**src/socwu_ram.sv**
```systemverilog
`default_nettype none
module socwu_ram #(
  parameter int WIDTH = 8,
  parameter int DEPTH = 16
) (
  input  wire logic                                   clk,
  input  wire logic                                   we,
  input  wire logic [(DEPTH > 1 ? $clog2(DEPTH) : 1)-1:0] waddr,
  input  wire logic [WIDTH-1:0]                       wdata,
  input  wire logic [(DEPTH > 1 ? $clog2(DEPTH) : 1)-1:0] raddr,
  output logic      [WIDTH-1:0]                       rdata
);

  logic [WIDTH-1:0] mem [DEPTH];

  // one write port, registered read port
  always_ff @(posedge clk) begin
    if (we) begin
      mem[waddr] <= wdata;
    end
    rdata <= mem[raddr];
  end

endmodule
`default_nettype wire

```
**config.mk**
```make
export PLATFORM = sky130hd
export DESIGN_NAME = socwu_ram
export DESIGN_NICKNAME = d
export VERILOG_FILES = /design/src/socwu_ram.sv
export SDC_FILE = /design/constraint.sdc
export NUM_CORES = 1
export LEC_CHECK = 0
export BUFFER_PORTS_ARGS = -buffer_cell sky130_fd_sc_hd__buf_2
export CORE_MARGIN = 3
export CORE_UTILIZATION = 54
export CTS_CLUSTER_SIZE = 20
export DETAILED_ROUTE_END_ITERATION = 16
export GPL_TIMING_DRIVEN = 1
export PLACE_DENSITY = 0.85
export SLEW_MARGIN = 5
export SYNTH_ARGS = -nofsm -noshare
export SYNTH_HDL_FRONTEND = slang
export SYNTH_SLANG_ARGS = --single-unit
```
**constraint.sdc**
```tcl
create_clock -name clk -period 1.57 [get_ports clk]
set_input_delay 0.157 -clock clk [delete_from_list [all_inputs] [get_ports clk]]
set_output_delay 0.157 -clock clk [all_outputs]
set_load 0.1 [all_outputs]
```
==> key figures, run 1 <==
Status
  – Status: complete, no violations

Synthesis
  – Count of cell types in the netlist: 19
  – Post-synthesis xor/xnor area fraction: 0
  – Syn avg cell area: 22.5 um^2
  – Synthesized area: 5150 um^2
  – Asr flop ratio synth: 0
  – Synth Area in Compound Gates: 0.0233
  – Syn nets: approximately 250
  – Synthesized instance count: 229
  – Warning count from the yosys run: 0
  – Seq/Total Area, Yosys: 0.778
  – #FFs+latches synth: around 140
  – Post-synthesis simple-gate area fraction: 0.0318
  – Post-synthesis mux area share: 0.150
  – Main synth FF type: edfxtp_1
  – Post-synthesis adder-cell area fraction: 0
  – Post-synth EDFFs: 128
  – Largest family of logic cells by synthesized area: multiplexers

Final layout
  – Layout area overhead: 18.3%
  – Number of fill cells: 549
  – Most frequent cells in the layout: edfxtp_1 (128), buf_2 (25), mux4_2 (18), buf_4 (18)
  – Layout cells sized above 1: 0.313
  – Antenna cell count: 0
  – Commonest non-fill, non-tap cell in the layout: edfxtp_1
  – # nets final: about 300

Critical path
  – CP max stage cell: buf_2
  – CP bufs+invs: 1
  – CP Launch Type: flop
  – Crit path DAT: 1290 ps
  – Delay of the slowest critical-path stage: 430 ps
  – CP Cell Sequence: buf_2
  – Kind of critical path: flop to primary output
  – Crit path max-delay family: buffers and inverters
  – CP endpoint kind: primary output
  – WP data required: 1410 ps
  – Worst-path maximum fanout: 1

STA
  – RSZ-0062 raised after global routing: no
  – Highest clock rate: 693 MHz
  – Worst-Margin Slew: 578 ps
  – Slew margin rel.: 0.613
  – Finish-stage setup viols: 0
  – Final Critical Period: ~1400 ps
  – Tcrit/Tclk final: 0.919
  – Final hold slack: 25.1 ps
  – Hold Fails Final Rpt: 0
  – Setup TNS: 0 ps
  – Clk_skew: 6.06 ps
  – Pins over their slew limit: 0

Detailed routing
  – Via-to-Cell Ratio: a little under 6
  – Post-route ant nets: 0
  – Routed wire per std cell: 22.1 um
  – Drt first pass iters: 4
  – # DRC: 0
  – Final wirelength: 9.34 mm
  – Routed vias: about 2500
  – Initial DRC Count: 158

Floorplan
  – Full die area: 10700 um^2
  – Core area: 8980 um^2
  – IO Count: 26
  – FP Rows: 34
  – Chip height: 104 um
  – Initial Utilization: 0.573
  – Die W: 104 um

Pwr
  – Internal power: 0.00651 W
  – Reg power frac: 0.495
  – P per Cell Area: 1350 nW/um^2
  – Sw Ratio: 0.211
  – VDD IR max: 0.695 mV
  – Combinational Power Share: 0.067
  – Part of the power in the clock network: 0.438
  – Lkg Pwr: roughly 2.1 nW
  – Psw: between 0.0015 and 0.002 W

Clock network
  – Clk_lat worst skew: between 500 and 600 ps
  – Hold-fix buffer count after cts: 0
  – Cts repair resizes: 0
  – H-tree Lvls: 4
  – CTS sink count: 136
  – Clock root buffer: clkbuf_8
  – Worst-path clk slew: 60 ps
  – Cts bufs inserted: 17
  – CTS tree: done
  – CTS Buffer Depth: 2
  – Post-CTS Setup Bufs: 0

Global route
  – Initial antenna violation count: 0
  – Vias in the first global route: ~2500
  – Largest net degree at the start of global routing: 33
  – Grt ovf: 0
  – First-pass GRT wire length: about 15 mm
  – Gr usage total: 0.190

Run
  – Total of max-cap violations: 0

Worst hold path
  – Worst hold path class: input pin to flop

Placed design
  – GPL Wtd Cong: around 0.77
  – PortBufs: 25
  – Half-perimeter wire length after placement: 6.03 mm
==> Yosys cell counts (2+ instances only) <==
master	count	area, um^2
nor2_1	13	48.8
buf_2	3	15.0
edfxtp_1	128	3840
clkdlybuf4s25_2	3	30.0
dfxtp_1	8	160
nand3b_1	2	15.0
mux4_1	14	368
nand2b_1	2	12.5
nor3_1	4	20.0
buf_6	3	33.8
a22oi_1	16	120
mux4_2	18	405
nand2_1	9	33.8
==> state kept, by name (all words and copies together), names as in the netlist <==
signal	flops
rdata	8
mem	128
==> power groups by stage <==
| stage | clock network (W) | registers [W] | logic, W |
|---|---|---|---|
| after floorplan | 0 | 0.00433 | 0.000206 |
| after global placement | 0 | 0.00415 | 0.000536 |
| after detailed placement | 0 | 0.00416 | 0.000556 |
| after CTS | 0.00367 | 0.00408 | 0.000560 |
| after global routing | 0.00384 | 0.00409 | 0.000590 |
| final | 0.00361 | 0.00408 | 0.000556 |
==> layer usage <==
metal,vias up,wire (um),GRT usage
met4,0,85,0.0769
met1,1274,3920,0.258
met3,5,684,0.0535
li1,1082,-,-
met2,101,4660,0.296
met5,-,0,0
==> final cells by class <==
class	count	area (um^2)	area share
Clock buffer	22	443	0.0727
Multi-Input combinational cell	83	1060	0.174
Sequential cell	136	4000	0.657
Clock inverter	10	104	0.0171
Tap cell	126	158	0.0259
Timing Repair Buffer	46	320	0.0526
==> cells by family (layout without fill, tap and decap cells) <==
logic type	Yosys count	after routing
buf+inv	10	78
simple gates	35	35
flops	136	136
compound gates	16	16
mux	32	32
==> metrics by stage <==
step	area [um^2]	cells	utilization	setup WS, ps	power (W)
2_1_floorplan	5150	229	-	147	0.00454
3_3_place_gp	5540	391	0.618	42.1	0.00469
3_5_place_dp	5540	391	0.618	-1.61	0.00471
4_1_cts	6090	423	0.679	73.7	0.00832
5_1_grt	6090	423	0.679	72.3	0.00852
6_report	6090	423	0.679	128	0.00825
==> path summary, 6_finish.rpt <==
path                             start                    to  slack, ps  cells after the start
setup / recovery      rdata[1]$_DFF_P_              rdata[1]        130                      1
hold / removal                wdata[1]  mem[15][1]$_DFFE_PP_         30                      1
setup reg to reg   mem[5][0]$_DFFE_PP_      rdata[0]$_DFF_P_        180                      3
hold reg to reg   mem[14][6]$_DFFE_PP_      rdata[6]$_DFF_P_        700                      3
Note: power is estimated with default switching activity, not from simulation.
==> run 2, diff against run 1 <==
- CORE_MARGIN: 3 -> not set
==> key figures, run 2 (synthesis results as in run 1) <==
Clock network
  – Cts bufs inserted: 17 (unchanged)
  – Post-CTS Setup Bufs: 0 (unchanged)
  – CTS tree: done
  – Worst-path clk slew: 60 ps (about the same)
  – Cts repair resizes: 0 (unchanged)
  – Clock root buffer: clkbuf_8
  – Clk_lat worst skew: 520 ps (about the same)
  – Hold-fix buffer count after cts: 0 (unchanged)
  – H-tree Lvls: 4 (unchanged)
  – CTS sink count: 136 (unchanged)
  – CTS Buffer Depth: 2 (unchanged)

STA
  – Pins over their slew limit: 0 (unchanged)
  – Finish-stage setup viols: 0 (unchanged)
  – Highest clock rate: 685 MHz (-1.2%)
  – Tcrit/Tclk final: 0.930 (+0.0111)
  – Clk_skew: 7.11 ps (+1.05 ps)
  – Setup TNS: 0 ps (unchanged)
  – Slew margin rel.: 0.670 (+0.0562)
  – Hold Fails Final Rpt: 0 (unchanged)
  – RSZ-0062 raised after global routing: no
  – Worst-Margin Slew: 499 ps (-78.7 ps)
  – Final Critical Period: 1460 ps (+17.5 ps)
  – Final hold slack: 25.7 ps (+0.581 ps)

Critical path
  – Crit path max-delay family: buffers and inverters
  – Kind of critical path: flop to primary output
  – R2r endpoint: rdata[5]$_DFF_P_
  – Reg2Reg Launch Point: mem[1][5]$_DFFE_PP_
  – Worst-path maximum fanout: 1 (unchanged)
  – CP Launch Type: flop
  – CP max stage cell: buf_2
  – R2R setup slack: 160 ps (-20 ps)
  – Delay of the slowest critical-path stage: 440 ps (about the same)
  – CP endpoint kind: primary output
  – Reg2Reg Depth: 3 (unchanged)
  – WP data required: 1410 ps (about the same)
  – CP Cell Sequence: buf_2
  – Crit path DAT: 1300 ps (about the same)
  – CP bufs+invs: 1 (unchanged)

Floorplan
  – Chip height: 99.6 um (-3.9%)
  – Full die area: 9930 um^2 (-7.6%)
  – IO Count: 26 (unchanged)
  – Die W: 99.6 um (-3.9%)
  – FP Rows: 35 (+2.9%)
  – Core area: 9240 um^2 (+2.9%)
  – Initial Utilization: 0.557 (-0.0164)

Final layout
  – Largest registers: mem: 128 flops, rdata: 8 flops
  – Layout Utilization: 0.662 (-0.0161)
  – Most frequent cells in the layout: edfxtp_1 (128), buf_2 (25), mux4_2 (18), buf_4 (18)
  – # nets final: 303 (+0.33%)
  – Layout cells sized above 1: 0.319 (+0.00566)
  – Layout Cells excl Fill: 427 (+0.95%)
  – Layout area overhead: 18.9%
  – Largest reg by FF count: mem
  – Commonest non-fill, non-tap cell in the layout: edfxtp_1
  – Antenna cell count: 0 (unchanged)
  – Max FFs per register: 128 (unchanged)

Detailed routing
  – Drt first pass iters: 5 (+1)
  – Via-to-Cell Ratio: 5.84 (+0.35%)
  – # DRC: 0 (unchanged)
  – Post-route ant nets: 0 (unchanged)
  – Routed wire per std cell: 22.4 um (+1.4%)
  – Routed vias: 2494 (+1.3%)
  – Initial DRC Count: 150 (-5.1%)
  – Final wirelength: 9.56 mm (+2.3%)

Pwr
  – Lkg Pwr: 2.08 nW (-0.27%)
  – P per Cell Area: 1350 nW/um^2 (-0.22%)
  – VDD IR max: 0.731 mV (+5.1%)

Placed design
  – PortBufs: 25 (unchanged)
  – GPL Wtd Cong: 0.730 (-5.5%)
  – Half-perimeter wire length after placement: 5.99 mm (-0.68%)
  – Inst Count DP: 395 (+1.0%)

Run
  – Total of max-cap violations: 0 (unchanged)

Global route
  – Gr usage total: 0.216 (+0.0261)
  – Largest net degree at the start of global routing: 33 (unchanged)
  – Vias in the first global route: 2572 (+2.7%)
  – Grt ovf: 0 (unchanged)
  – First-pass GRT wire length: 14.8 mm (-0.84%)
  – Initial antenna violation count: 0 (unchanged)

Status
  – Status: complete, no violations

Worst hold path
  – Hold depth: 1 (unchanged)
  – WHS Endpoint: mem[8][1]$_DFFE_PP_
  – Critical hold path startpoint: wdata[1]
  – Worst hold path class: input pin to flop
run 2: per-stage QoR:
stage | worst slack (ps) | total power (W) | area, um^2
floorplan | 147 | 0.00454 | 5150
global placement | 12.5 | 0.00470 | 5570
detailed placement | -23.0 | 0.00472 | 5570
CTS | 79.0 | 0.00833 | 6120
global route | 62.4 | 0.00851 | 6120
finish | 110 | 0.00828 | 6120
run 2: how the worst max path moves through the flow:
stage,from,depth (start not counted),endpoint
floorplan,waddr[2],2,mem[3][0]$_DFFE_PP_
CTS,rdata[0]$_DFF_P_,1,rdata[0]
global placement,raddr[0],5,rdata[0]$_DFF_P_
finish,rdata[0]$_DFF_P_,1,rdata[0]
detailed placement,raddr[0],5,rdata[5]$_DFF_P_
global route,rdata[0]$_DFF_P_,1,rdata[0]
run 2: metal layers:
| layer | up-vias | wire length [um] | GRT usage |
|---|---|---|---|
| met5 | - | 0 | 0 |
| met3 | 16 | 550 | 0.0534 |
| met1 | 1278 | 4020 | 0.290 |
| met2 | 110 | 4830 | 0.346 |
| met4 | 0 | 157 | 0.0882 |
| li1 | 1090 | - | - |
run 2: layout make-up:
| class | instances | area, um^2 |
|---|---|---|
| clock inverters | 13 | 131 |
| repair buffers | 47 | 340 |
| flip-flops and latches | 136 | 4000 |
| clock buffers | 19 | 422 |
| well taps | 129 | 161 |
| multi-input cells | 83 | 1060 |
| fillers | 554 | 3120 |
run 2: where the power goes:
group | internal (W) | switching, W
Clock | 0.00224 | 0.00139
Combinational | 0.000175 | 0.000391
Sequential | 0.00406 | 0.0000231
==> run 3, diff against run 2 <==
- CTS_BUF_LIST: not set -> sky130_fd_sc_hd__clkbuf_16
==> key figures, run 3 (synthesis results as in run 1) <==
Critical path
  – Reg2Reg Depth: 3 (unchanged)
  – Worst-path maximum fanout: 1 (unchanged)
  – Kind of critical path: flop to flop
  – WP data required: 1860 ps (+450 ps)
  – CP endpoint kind: flop
  – Delay of the slowest critical-path stage: 540 ps (+100 ps)
  – CP Launch Type: flop
  – R2R setup slack: 180 ps (+20 ps)
  – CP Cell Sequence: mux4_1 -> a22oi_1 -> nand2_1
  – Crit path DAT: 1680 ps (+380 ps)
  – CP max stage cell: mux4_1

Clock network
  – Cts bufs inserted: 17 (unchanged)
  – H-tree Lvls: 4 (unchanged)
  – CTS Buffer Depth: 2 (unchanged)
  – Cts repair resizes: 0 (unchanged)
  – Clock root buffer: clkbuf_16
  – CTS tree: done
  – Clk_lat worst skew: 410 ps (-110 ps)
  – Worst-path clk slew: 50 ps (about the same)
  – Hold-fix buffer count after cts: 0 (unchanged)
  – CTS sink count: 136 (unchanged)
  – Post-CTS Setup Bufs: 0 (unchanged)

Placed design
  – GPL Wtd Cong: 0.730 (unchanged)
  – PortBufs: 25 (unchanged)
  – Setup WS pre-CTS: -23.0 ps (unchanged)
  – Half-perimeter wire length after placement: 5.99 mm (unchanged)

Global route
  – Largest net degree at the start of global routing: 33 (unchanged)
  – Gr usage total: 0.230 (+0.0136)
  – Initial antenna violation count: 0 (unchanged)
  – First-pass GRT wire length: 15.4 mm (+4.4%)
  – Grt ovf: 0 (unchanged)
  – Vias in the first global route: 2595 (+0.89%)

Detailed routing
  – Top layer in use: met4
  – Post-route ant nets: 0 (unchanged)
  – Routed vias: 2547 (+2.1%)
  – Drt first pass iters: 5 (unchanged)
  – Met3 wire len: 703 um (+28%)
  – Final wirelength: 10.1 mm (+5.2%)
  – Initial DRC Count: 218 (+45%)
  – # DRC: 0 (unchanged)
  – Routed wire per std cell: 23.5 um (+5.2%)
  – Via-to-Cell Ratio: 5.96 (+2.1%)
  – Wl on met1: 4.12 mm (+2.5%)
  – Met2 Wirelength: 5.09 mm (+5.4%)

Final layout
  – Layout cells sized above 1: 0.319 (unchanged)
  – Largest reg by FF count: mem
  – Antenna cell count: 0 (unchanged)
  – Most frequent cells in the layout: edfxtp_1 (128), buf_2 (25), mux4_2 (18), buf_4 (18), clkbuf_16 (17)
  – Storage cell area: 4000 um^2 (unchanged)
  – # nets final: 303 (unchanged)
  – Number of fill cells: 553 (-0.18%)
  – Commonest non-fill, non-tap cell in the layout: edfxtp_1
  – Multi-input logic area: 1060 um^2 (unchanged)
  – Layout area overhead: 19.1%
  – Max FFs per register: 128 (unchanged)
  – Largest registers: mem: 128 flops, rdata: 8 flops

Pwr
  – Pwr Total: 0.00838 W (+1.2%)
  – P per Cell Area: 1370 nW/um^2 (+1.0%)
  – Lkg Pwr: 2.09 nW (+0.65%)
  – VDD IR max: 0.809 mV (+11%)

Floorplan
  – FP Rows: 35 (unchanged)
  – Full die area: 9930 um^2 (unchanged)
  – Core area: 9240 um^2 (unchanged)
  – Die W: 99.6 um (unchanged)
  – Initial Utilization: 0.557 (unchanged)
  – Chip height: 99.6 um (unchanged)
  – IO Count: 26 (unchanged)

STA
  – Tcrit/Tclk final: 0.888 (-0.0419)
  – Hold Fails Final Rpt: 0 (unchanged)
  – Pins over their slew limit: 0 (unchanged)
  – Highest clock rate: 717 MHz (+4.7%)
  – Final Critical Period: 1390 ps (-65.7 ps)
  – RSZ-0062 raised after global routing: no
  – Final worst slack: 176 ps (+65.7 ps)
  – Finish-stage setup viols: 0 (unchanged)
  – Slew margin rel.: 0.669 (about the same)
  – Worst-Margin Slew: 500 ps (+0.528 ps)
  – Clk_skew: 6.62 ps (-0.487 ps)

Worst hold path
  – Hold depth: 1 (unchanged)
  – Worst hold path class: input pin to flop

Run
  – Total of max-cap violations: 0 (unchanged)

Status
  – Status: complete, no violations
[run 3: report_power, final]
part / switching (W) / internal [W]
combinational: 0.000392 / 0.000175
clock: 0.00142 / 0.00230
sequential: 0.0000240 / 0.00406
[run 3: area by class of cell]
| cell class | instances | area share |
|---|---|---|
| clock buffers | 17 | 0.0694 |
| repair buffers | 47 | 0.0555 |
| flip-flops and latches | 136 | 0.653 |
| multi-input cells | 83 | 0.173 |
| clock inverters | 15 | 0.0226 |
| well taps | 129 | 0.0263 |
[run 3: critical path: cells and delay by family, from the launching register on]
family,cells,cell delay [ps]
AOI/OAI and AO/OA,1,290
muxes,1,540
DFF,1,360
and+or+nand+nor,1,90
[run 3: per-layer routing]
metal | track usage | up-vias
met5 | 0 | -
met4 | 0.0950 | 0
met3 | 0.0717 | 13
met2 | 0.353 | 128
met1 | 0.311 | 1320
li1 | - | 1086
[run 3: path summary, 6_finish.rpt]
| kind | to | start |
|---|---|---|
| min reg2reg | rdata[2]$_DFF_P_ | mem[12][2]$_DFFE_PP_ |
| max reg2reg | rdata[1]$_DFF_P_ | mem[1][1]$_DFFE_PP_ |
| max | rdata[1]$_DFF_P_ | mem[1][1]$_DFFE_PP_ |
| min | mem[1][2]$_DFFE_PP_ | wdata[2] |
[run 3: through the flow]
stage,hold slack [ps],TNS (ps),area [um^2],util,instances
final,135,0,6130,0.664,427
after detailed placement,555,-35.1,5570,0.603,395
after global routing,127,0,6130,0.664,427
after floorplan,256,0,5150,-,229
after CTS,122,0,6130,0.664,427
after global placement,532,0,5570,0.603,395
